===== src/hdl/cirm_pkg.sv =====
`timescale 1ns / 1ps

package cirm_pkg;

	// Sizes of the physical ID spaces and of the logical ID.
	localparam int DISCARD_IDS  = 4096;
	localparam int DEGRADE_IDS  = 4096;
	localparam int LOGICAL_BITS = 20;

	localparam int LIMIT_BITS  = 12;
	localparam int WINDOW_BITS = 7;
	localparam int MAXPHYS_BITS = 13;
	localparam int TBL_DEPTH   = DISCARD_IDS;
	localparam int TBL_AW      = $clog2(TBL_DEPTH);
	localparam int TBL_DW      = 8;

	localparam logic [LIMIT_BITS-1:0]   DEGRADE_LIMIT_MAX = LIMIT_BITS'(DEGRADE_IDS - 2);
	localparam logic [LIMIT_BITS-1:0]   DISCARD_LIMIT_MAX = LIMIT_BITS'(DISCARD_IDS - 2);
	localparam logic [LIMIT_BITS-1:0]   LIMIT_RESET       = 12'd4094;
	localparam logic [MAXPHYS_BITS-1:0] SAFETY_MARGIN     = 13'd2;
	localparam logic [WINDOW_BITS-1:0]  WINDOW_CAP        = 7'd127;
	localparam logic [TBL_DW-1:0]       TBL_EMPTY         = 8'hFF;

	// Configuration register indexes.
	localparam logic [0:0] REG_DEGRADE_LIMIT = 1'b0;
	localparam logic [0:0] REG_DISCARD_LIMIT = 1'b1;

	typedef enum logic [1:0] {
		OP_DEGRADE = 2'd0,
		OP_DISCARD = 2'd1,
		OP_RELEASE = 2'd2
	} op_t;

	typedef enum logic [2:0] {
		STS_OK            = 3'd0,
		STS_AFTER_RELEASE = 3'd1,
		STS_WIN_OVERFLOW  = 3'd2,
		STS_ABOVE_MAX     = 3'd3,
		STS_WIN_AHEAD     = 3'd4
	} status_t;

	typedef struct packed {
		logic busy;
		logic done;
	} div_stat_t;

	typedef struct packed {
		logic              en;
		logic [TBL_AW-1:0] addr;
		logic [TBL_DW-1:0] data;
	} tbl_wr_t;

endpackage


===== src/hdl/cirm_div.sv =====
`timescale 1ns / 1ps

// Restoring divider, one quotient bit per cycle.
module cirm_div (
	input  logic                               clk,
	input  logic                               arst_n,
	input  logic                               start,
	input  logic [cirm_pkg::LOGICAL_BITS-1:0]  dividend,
	input  logic [cirm_pkg::LIMIT_BITS-1:0]    divisor,
	output cirm_pkg::div_stat_t                stat,
	output logic [cirm_pkg::LOGICAL_BITS-1:0]  quotient,
	output logic [cirm_pkg::LIMIT_BITS-1:0]    remainder
);
	import cirm_pkg::*;

	localparam int CNT_BITS = $clog2(LOGICAL_BITS);

	logic [LIMIT_BITS-1:0]   rem_q;
	logic [LOGICAL_BITS-1:0] quo_q;
	logic [LIMIT_BITS-1:0]   dvs_q;
	logic [CNT_BITS-1:0]     cnt_q;
	logic                    busy_q;
	logic                    done_q;

	logic [LIMIT_BITS:0] trial;
	logic [LIMIT_BITS:0] diff;
	logic                fits;

	assign trial = {rem_q, quo_q[LOGICAL_BITS-1]};
	assign diff  = trial - {1'b0, dvs_q};
	assign fits  = trial >= {1'b0, dvs_q};

	always_ff @(posedge clk or negedge arst_n) begin
		if (!arst_n) begin
			busy_q <= 1'b0;
			done_q <= 1'b0;
			cnt_q  <= '0;
		end else begin
			done_q <= 1'b0;
			if (start) begin
				busy_q <= 1'b1;
				cnt_q  <= CNT_BITS'(LOGICAL_BITS - 1);
			end else if (busy_q) begin
				cnt_q <= cnt_q - 1'b1;
				if (cnt_q == '0) begin
					busy_q <= 1'b0;
					done_q <= 1'b1;
				end
			end
		end
	end

	always_ff @(posedge clk) begin
		if (start) begin
			rem_q <= '0;
			quo_q <= dividend;
			dvs_q <= divisor;
		end else if (busy_q) begin
			rem_q <= fits ? diff[LIMIT_BITS-1:0] : trial[LIMIT_BITS-1:0];
			quo_q <= {quo_q[LOGICAL_BITS-2:0], fits};
		end
	end

	assign stat.busy = busy_q;
	assign stat.done = done_q;
	assign quotient  = quo_q;
	assign remainder = rem_q;

endmodule


===== config.mk =====
export PLATFORM = sky130hd
export DESIGN_NAME = cirm_div
export DESIGN_NICKNAME = d
export VERILOG_FILES = /design/src/hdl/cirm_pkg.sv /design/src/hdl/cirm_div.sv
export SDC_FILE = /design/constraint.sdc
export NUM_CORES = 1
export LEC_CHECK = 0
export BUFFER_PORTS_ARGS = -buffer_cell sky130_fd_sc_hd__clkbuf_2
export CAP_MARGIN = 40
export CORE_MARGIN = 2
export CORE_UTILIZATION = 48
export CTS_CLUSTER_SIZE = 30
export DETAILED_ROUTE_END_ITERATION = 7
export PLACE_DENSITY = 0.77
export SYNTH_ARGS = -nofsm -noshare
export SYNTH_HDL_FRONTEND = slang
export SYNTH_SLANG_ARGS = --single-unit

===== constraint.sdc =====
create_clock -name clk -period 2.3 [get_ports clk]
set_input_delay 0.345 -clock clk [delete_from_list [all_inputs] [get_ports clk]]
set_output_delay 0.345 -clock clk [all_outputs]
set_load 0.1 [all_outputs]

==> impl_metrics.csv, run 1 <==
group,metric,value,unit
finish,layout-drive-gt1-share,43.8,%
sta,tightest_slew,0.839,ns
clocking,clock-sinks,51,
floorplanning,row_count,27,
global_routing,grt_use_total,18.0,%
floorplanning,die_y,79.0,um
clocking,htree_levels,2,
global_routing,grt-ovfl-total,0,
synth,yosys.area.top_type,"edfxtp_1",
drt,dr.pass1.iters,4,
clocking,root_buffer,"clkbuf_8",
synth,synthArstFlopShare,13.7,%
finish,stdcell_area,3290,um^2
drt,ant_nets,0,
setup_path,critPathLaunchType,"flip-flop",
finish,fin_cells,376,
place,dpl_worst_slack,0.0759,ns
place,place_area,3150,um^2
sta,fin_skew,0.00660,ns
setup_path,setup.worst_path.class,"flip-flop to flip-flop",
finish,area_delta_synth_final,22.0,%
clocking,clk_latency,0.31,ns
place,place.gp.congestion,0.849,
synth,synth_edf_count,32,
synth,yosysTopAreaCellShare,35.6,%
clocking,clk_pin_slew_worst_paths,0.10,ns
sta,min_period_over_period,97.0,%
synth,synth-seq-area-share,51.0,%
setup_path,arrival,2.30,ns
finish,diodes,0,
setup_path,cp.required,2.37,ns
global_routing,antenna_found_initial,0,
floorplanning,ios,69,
setup_path,cp-end-kind,"flip-flop",
finish,final_cell_mix,"clkbuf_2, edfxtp_1, mux2_2, nand2_1, inv_1",
synth,synthFlopType,"edfxtp_1",
drt,vias_per_cell,5.19,
clocking,cts_buffers,5,
power,p_per_area,1250,nW/um^2
floorplanning,dieArea,6240,um^2
global_routing,grt_pass1_wl,8740,um
floorplanning,start_util,49.3,%
sta,layout_setup_ws,0.0680,ns
setup_path,rrSetupSlack,0.07,ns
worst_hold_path,hold_path.class,"primary input to flip-flop",
power,ir_drop,0.605,mV
drt,routedWlPerCell,13.7,um
setup_path,reg2reg_depth,8,
drt,drt_iter0_drc,125,
sta,setup_violations,0,
finish,layout.nets,353,
finish,n_fill_cell,482,
worst_hold_path,worstHoldPathCells,1,
synth,syn_nets,278,
power,seqPwrFrac,31.4,%
sta,drv_slew,0,
power,clockPowerShare,12.7,%
power,p_leak,1.47,nW
clocking,clockBufferDepth,2,
sta,hold_viol,0,
synth,syn_inst,228,
place,port_buffers,68,
synth,ys_types,51,
place,dp_cells,365,
floorplanning,die_w,79.0,um
floorplanning,core,5470,um^2
sta,max_slew_margin,43.9,%
sta,fin_crit,2.23,ns
global_routing,grt_max_degree,34,
synth,syn_area_per_cell,11.8,um^2
power,netSwitchingFraction,49.6,%
setup_path,worstPathMaxFanout,3,
power,p_switching,0.00205,W
flow_run,maxCapViolCount,0,
drt,routed_wirelength,5160,um
drt,vias,1952,
synth,synth_area,2700,um^2
global_routing,grt_pass1_vias,1946,
finish,mostFrequentLayoutCell,"clkbuf_2",
finish,final_util,60.2,%
power,p_int,0.00208,W
drt,drc,0,
synth,ys_seq_elements,51,
synth,yosys-top-cells-area,"edfxtp_1, dfxtp_1, mux2_2",
place,dp_hpwl,3840,um
power,combPwrFrac,55.9,%
sta,fin_setup_tns,0,ns
clocking,cts_tree,"yes",
sta,fmax,448,MHz
synth,synth_warnings,0,
status,status,"completed",
[sequential cells by signal, summed over array words and instances (netlist names)]
register and cells:
quotient 20, done_q 1, busy_q 1, remainder 12
cnt_q 5, dvs_q 12
[power groups by stage]
stage,clock [W],sequential [W],combinational (W)
after floorplan,0,0.00226,0.000982
after global placement,0,0.00131,0.00223
after detailed placement,0,0.00132,0.00225
after CTS,0.000539,0.00130,0.00226
after global routing,0.000579,0.00132,0.00246
final,0.000526,0.00129,0.00231
[per-stage QoR]
step / total power, W / hold WS (ns)
after floorplan: 0.00324 / 0.0494
after CTS: 0.00409 / 0.191
after global placement: 0.00353 / 0.190
final: 0.00413 / 0.205
after detailed placement: 0.00356 / 0.190
after global routing: 0.00435 / 0.193
[layout make-up]
class / count / area (um^2) / area share (%)
clock inverters: 2 / 17.5 / 0.532
multi-input cells: 151 / 1240 / 37.8
well taps: 72 / 90.1 / 2.74
flip-flops and latches: 51 / 1390 / 42.2
clock buffers: 6 / 72.6 / 2.20
inverters: 16 / 60.1 / 1.82
repair buffers: 78 / 418 / 12.7
[worst paths after layout]
path                         startpoint      endpoint
max reg2reg                    dvs_q[1]   quotient[0]
min reg2reg                remainder[6]  remainder[6]
max                            dvs_q[1]   quotient[0]
min in group asynchronous        arst_n      cnt_q[0]
min                          divisor[5]      dvs_q[5]
max in group asynchronous        arst_n        done_q
[worst max-delay path, stage by stage, from the launching register on]
cell,delay (ns)
edfxtp_1,0.43
inv_1,0.08
ha_1,0.24
nor2b_4,0.15
o31ai_4,0.23
a31oi_1,0.12
a211o_1,0.33
buf_4,0.16
mux2_2,0.26
[cells by family (layout without fill, tap and decap cells)]
group	after synthesis	after routing	share of synthesized area (%)
flip-flops	51	51	51.0
buffers and inverters	26	102	4.78
AO/OA/AOI/OAI	42	42	11.5
XOR/XNOR	11	11	3.57
multiplexers	29	29	11.9
AND/OR/NAND/NOR	54	54	10.0
adder cells (fa/ha/maj)	15	15	7.24
[cells in the mapped netlist (3+ instances only)]
library cell	number
ha_1	14
clkbuf_1	4
xnor2_1	9
dfxtp_1	12
nor2b_1	5
nor3_1	4
nor2_1	11
o21a_1	3
dfrtp_1	7
inv_1	16
nand2b_1	4
nand2_1	18
mux2i_1	7
edfxtp_1	32
a21oi_1	6
o21ai_0	12
mux2_2	21
nand3_1	3
[routing by layer]
layer | vias up | GRT usage (%) | share of wire (%)
met5 | - | 0 | 0
met4 | 0 | 7.93 | 2.2
met3 | 10 | 4.43 | 7.1
met2 | 62 | 28.2 | 46
met1 | 908 | 23.7 | 45
li1 | 972 | - | -
[what timing repair did]
action | CTS | global route
buffers inserted | 0 | 2
resized for setup | 0 | 5
endpoints found under the hold margin | 7 | 0
hold buffers | 1 | 0
setup endpoints to repair | 0 | 6
Power figures use the tool's default switching activity.
==> run 2: changes to the inputs <==
--- a/config.mk
+++ b/config.mk
@@ -8,10 +8,11 @@
 export BUFFER_PORTS_ARGS = -buffer_cell sky130_fd_sc_hd__clkbuf_2
 export CAP_MARGIN = 40
 export CORE_MARGIN = 2
-export CORE_UTILIZATION = 48
+export CORE_UTILIZATION = 53
 export CTS_CLUSTER_SIZE = 30
 export DETAILED_ROUTE_END_ITERATION = 7
-export PLACE_DENSITY = 0.77
+export PLACE_DENSITY = 0.81
+export SLEW_MARGIN = 5
 export SYNTH_ARGS = -nofsm -noshare
 export SYNTH_HDL_FRONTEND = slang
 export SYNTH_SLANG_ARGS = --single-unit
==> constraint.sdc (replaced) <==
create_clock -name clk -period 2.4 [get_ports clk]
set_input_delay 0.36 -clock clk [delete_from_list [all_inputs] [get_ports clk]]
set_output_delay 0.36 -clock clk [all_outputs]
set_load 0.1 [all_outputs]
==> run 2 against run 1 <==
  * First-iteration DRC count up 36%
  * Clock skew barely moved
  * Wire length up 0.66%
  * Hold slack improved by 0.015 ns
  * Sequential cell count stayed put
  * Largest cell class unchanged
==> impl_metrics.csv, run 2 (synthesis results as in run 1) <==
group,metric,value,unit
status,status,"completed",
drt,vias_per_cell,5.30,
sta,setup_violations,0,
finish,area_delta_synth_final,20.2,%
clocking,root_buffer,"clkbuf_8",
sta,fin_setup_tns,0,ns
setup_path,arrival,2.38,ns
finish,largest_reg_flops,20,
finish,final_util,67.3,%
sta,tightest_slew,0.760,ns
clocking,cts_buffers,5,
floorplanning,core,4820,um^2
setup_path,setup.worst_path.class,"flip-flop to flip-flop",
drt,ant_nets,0,
sta,fmax,458,MHz
global_routing,antenna_found_initial,0,
worst_hold_path,worstHoldPathCells,1,
clocking,htree_levels,2,
finish,final_cell_mix,"clkbuf_2, edfxtp_1, mux2_2, nand2_1, inv_1",
finish,layout-drive-gt1-share,42.5,%
floorplanning,ios,69,
global_routing,grt_pass1_wl,8570,um
global_routing,grt_max_degree,23,
sta,hold_viol,0,
power,ir_drop,0.877,mV
drt,routedWlPerCell,14.1,um
setup_path,rrSetupSlack,0.22,ns
sta,rsz0062_at_grt,"false",
floorplanning,dieArea,5680,um^2
power,p_per_area,1210,nW/um^2
sta,drv_slew,0,
drt,routed_wirelength,5200,um
sta,layout_setup_ws,0.218,ns
setup_path,cp-end-kind,"flip-flop",
flow_run,maxCapViolCount,0,
drt,drc,0,
sta,min_period_over_period,90.9,%
global_routing,gr-usage-met1,27.4,%
drt,vias,1950,
power,finalPower,0.00392,W
place,place.gp.congestion,0.968,
global_routing,use_met2,32.0,%
drt,dr.pass1.iters,4,
setup_path,r2r_end,"remainder[7]",
clocking,cts_tree,"yes",
clocking,clock-sinks,51,
sta,fin_skew,0.00679,ns
clocking,clockBufferDepth,2,
setup_path,reg2reg_depth,9,
global_routing,grt_busiest_layer,"met2",
floorplanning,die_w,75.3,um
worst_hold_path,hold_path.class,"primary input to flip-flop",
global_routing,grt-ovfl-total,0,
setup_path,worstPathMaxFanout,15,
power,p_leak,1.45,nW
place,dpl_worst_slack,0.185,ns
sta,max_slew_margin,49.1,%
finish,layout.nets,350,
setup_path,rr_startpoint,"dvs_q[5]",
setup_path,critical-path-top-delay-family,"compound AO/OA/AOI/OAI gates",
place,place_area,3130,um^2
global_routing,grt_use_total,20.1,%
worst_hold_path,holdCritStartpoint,"divisor[4]",
global_routing,grt_pass1_vias,1880,
sta,fin_crit,2.18,ns
floorplanning,die_y,75.3,um
setup_path,cp.required,2.60,ns
setup_path,slowest_delay,0.35,ns
clocking,clk_latency,0.31,ns
global_routing,gr-usage-met3,5.69,%
place,dp_hpwl,3900,um
finish,diodes,0,
finish,mostFrequentLayoutCell,"clkbuf_2",
floorplanning,row_count,25,
clocking,clk_pin_slew_worst_paths,0.10,ns
floorplanning,start_util,56.0,%
finish,stdcell_area,3240,um^2
setup_path,cp_num_buf_inv,2,
drt,drt_iter0_drc,170,
setup_path,path_cells,"inv_1, ha_1, and4_1, nand2_1, a31oi_1, a211o_1, buf_6, nor2_1, a311o_1",
place,port_buffers,68,
worst_hold_path,hold_end,"dvs_q[4]",
setup_path,critPathLaunchType,"flip-flop",
setup_path,crit_slowest_cell,"ha_1",
==> run 2: metal layers <==
layer  up-vias  share of wire [%]
met3        10                6.5
met1       917                 44
li1        961                  -
met2        62                 48
met5         -                  0
met4         0                1.7
==> run 2: what timing repair did <==
item | 4_1_cts | 5_1_grt
hold buffers | 1 | 0
resized for setup | 0 | 2
setup buffers | 0 | 1
endpoints found under the setup margin | 0 | 3
hold endpoints to repair | 7 | 0
==> run 2: cell type report <==
cell class	count	area [um^2]
clock inverter	3	22.5
inverter	16	60.1
fill	406	1580
clock buffer	5	68.8
tap	67	83.8
sequential	51	1390
multi-input combinational	151	1220
timing repair buffer	75	399
==> run 2: stage by stage <==
stage | hold WS [ns] | std cells
floorplan | 0.0644 | 228
global placement | 0.203 | 358
detailed placement | 0.203 | 358
CTS | 0.209 | 367
global route | 0.207 | 368
finish | 0.220 | 368
==> run 2: worst max path at each step <==
| stage | start | end | cells past startpoint |
|---|---|---|---|
| 2_1_floorplan | quotient[19] | quotient[0] | 9 |
| 3_3_place_gp | dvs_q[5] | remainder[7] | 9 |
| 3_5_place_dp | dvs_q[1] | remainder[5] | 9 |
| 4_1_cts | dvs_q[1] | remainder[5] | 9 |
| 5_1_grt | remainder[5] | remainder[11] | 7 |
| 6_report | dvs_q[5] | remainder[7] | 9 |
==> run 2: where the power goes <==
| group | leakage, nW | total [W] | switching, W | internal (W) |
|---|---|---|---|---|
| Combinational | 0.887 | 0.00217 | 0.00154 | 0.000628 |
| Sequential | 0.513 | 0.00124 | 0.000127 | 0.00111 |
| Clock | 0.0489 | 0.000509 | 0.000298 | 0.000211 |
| Total | 1.45 | 0.00392 | 0.00196 | 0.00195 |
==> run 2: worst reg2reg max path: stages, from the launching register on <==
cell,delay (ns)
edfxtp_1,0.33
inv_1,0.04
ha_1,0.35
and4_1,0.30
nand2_1,0.08
a31oi_1,0.17
a211o_1,0.22
buf_6,0.21
nor2_1,0.07
a311o_1,0.31
==> run 3: changes to the inputs <==
--- a/config.mk
+++ b/config.mk
@@ -8,10 +8,10 @@
 export BUFFER_PORTS_ARGS = -buffer_cell sky130_fd_sc_hd__clkbuf_2
 export CAP_MARGIN = 40
 export CORE_MARGIN = 2
-export CORE_UTILIZATION = 53
+export CORE_UTILIZATION = 45
 export CTS_CLUSTER_SIZE = 30
 export DETAILED_ROUTE_END_ITERATION = 7
-export PLACE_DENSITY = 0.81
+export PLACE_DENSITY = 0.71
 export SLEW_MARGIN = 5
 export SYNTH_ARGS = -nofsm -noshare
 export SYNTH_HDL_FRONTEND = slang
==> run 3 against run 2 <==
  * Sequential cell count unchanged
  * Hold slack better by 0.010 ns
  * Non-clock buffer count unchanged
  * Register-to-register slack worse by 0.099 ns
  * Total power down 0.46%
  * Count of clock-buffer cells in the layout up 1
  * Worst setup slack worse by 0.099 ns
  * Critical path depth down 1
  * Final area unchanged
  * Maximum frequency down 4.3%
  * Clock skew up 0.0035 ns
  * Critical endpoint is now quotient[0]
  * Highest routed layer unchanged
==> impl_metrics.csv, run 3 (synthesis results as in run 1) <==
group,metric,value,unit
status,status,"completed",
drt,routedWlPerCell,13.9,um
finish,diodes,0,
global_routing,grt_max_degree,42,
drt,ant_nets,0,
drt,vias,1920,
clocking,htree_levels,2,
sta,min_period_over_period,95.0,%
floorplanning,ios,69,
global_routing,antenna_found_initial,0,
clocking,cts_tree,"yes",
setup_path,r2r_end,"quotient[0]",
floorplanning,dieArea,6630,um^2
drt,routed_wirelength,5230,um
clocking,clk_latency,0.30,ns
floorplanning,core,5850,um^2
setup_path,setup.worst_path.class,"flip-flop to flip-flop",
sta,hold_viol,0,
sta,layout_setup_ws,0.120,ns
clocking,cts_resized,0,
sta,tightest_slew,0.776,ns
power,ir_drop,0.750,mV
clocking,clock-sinks,51,
sta,fin_crit,2.28,ns
finish,area_delta_synth_final,20.2,%
drt,drt_iter0_drc,112,
clocking,root_buffer,"clkbuf_8",
drt,vias_per_cell,5.11,
setup_path,rrSetupSlack,0.12,ns
place,port_buffers,68,
finish,layout-drive-gt1-share,41.9,%
worst_hold_path,hold_path.class,"primary input to flip-flop",
finish,layout.nets,350,
power,p_per_area,1200,nW/um^2
place,dp_hpwl,3850,um
clocking,clockBufferDepth,2,
place,place_area,3140,um^2
clocking,clk_pin_slew_worst_paths,0.10,ns
global_routing,grt_pass1_vias,1875,
sta,setup_violations,0,
finish,mostFrequentLayoutCell,"clkbuf_2",
floorplanning,row_count,28,
drt,drc,0,
sta,fmax,439,MHz
finish,multi_input_area,1220,um^2
finish,final_cell_mix,"clkbuf_2, edfxtp_1, mux2_2, nand2_1, inv_1",
floorplanning,die_y,81.4,um
floorplanning,die_w,81.4,um
place,place.gp.congestion,0.762,
flow_run,maxCapViolCount,0,
sta,max_slew_margin,48.1,%
setup_path,worstPathMaxFanout,3,
global_routing,grt_pass1_wl,8600,um
drt,dr.pass1.iters,5,
setup_path,cp-end-kind,"flip-flop",
finish,stdcell_area,3240,um^2
global_routing,grt-ovfl-total,0,
place,dpl_worst_slack,0.189,ns
setup_path,rr_startpoint,"dvs_q[1]",
clocking,cts_buffers,5,
sta,holdWs,0.230,ns
worst_hold_path,worstHoldPathCells,1,
power,finalPower,0.00390,W
sta,fin_setup_tns,0,ns
setup_path,cp.required,2.46,ns
sta,drv_slew,0,
setup_path,reg2reg_depth,8,
worst_hold_path,hold_end,"dvs_q[4]",
power,p_leak,1.44,nW
global_routing,grt_use_total,16.8,%
setup_path,arrival,2.34,ns
sta,fin_skew,0.0103,ns
setup_path,critPathLaunchType,"flip-flop",
finish,n_fill_cell,515,
worst_hold_path,holdCritStartpoint,"divisor[4]",
finish,largest_reg_flops,20,
finish,final-seq-area,1390,um^2
floorplanning,start_util,46.1,%
-- run 3: timing repair --
action                                  in CTS  in global routing
hold buffers                                 1                  0
endpoints found under the setup margin       0                  2
hold endpoints to repair                     7                  0
setup buffers                                0                  1
-- run 3: worst max path at each step --
stage / from / slack [ns] / to / cells after the start
global route: dvs_q[1] / -0.001 / remainder[8] / 9
CTS: dvs_q[1] / 0.14 / remainder[5] / 9
finish: dvs_q[1] / 0.12 / quotient[0] / 8
global placement: dvs_q[1] / 0.27 / remainder[5] / 9
detailed placement: dvs_q[1] / 0.19 / remainder[5] / 9
floorplan: quotient[19] / -0.18 / quotient[0] / 9
-- run 3: through the flow --
stage               utilization (%)  instances
detailed placement             53.7        366
global route                   55.4        376
finish                         55.4        376
floorplan                         -        228
CTS                            55.3        375
global placement               53.7        366
-- run 3: per-layer routing --
layer  vias to the layer above  share of wire (%)  GRT usage (%)
met5                         -                  0              0
met4                         0               0.73           4.07
met3                         4                6.2           4.40
met2                        57                 47           26.4
met1                       897                 46           23.4
li1                        962                  -              -
-- run 3: worst max-delay path, stage by stage, from the launching register on --
cell,delay [ns]
edfxtp_1,0.43
inv_1,0.08
ha_1,0.23
nor2b_1,0.16
o31ai_2,0.29
a31oi_1,0.13
a211o_1,0.32
buf_4,0.16
mux2_2,0.25
-- run 3: final cells by class --
cell class / instances / area share, %
sequential: 51 / 42.9
clock inverter: 2 / 0.386
clock buffer: 6 / 2.24
multi-input combinational: 151 / 37.6
timing repair buffer: 75 / 12.2
inverter: 16 / 1.85
tap: 75 / 2.89
-- run 3: report_power, final --
part / switching (W) / internal (W) / total, W
clock network: 0.000282 / 0.000205 / 0.000486
registers: 0.000126 / 0.00112 / 0.00124
logic: 0.00153 / 0.000643 / 0.00217
total: 0.00194 / 0.00196 / 0.00390
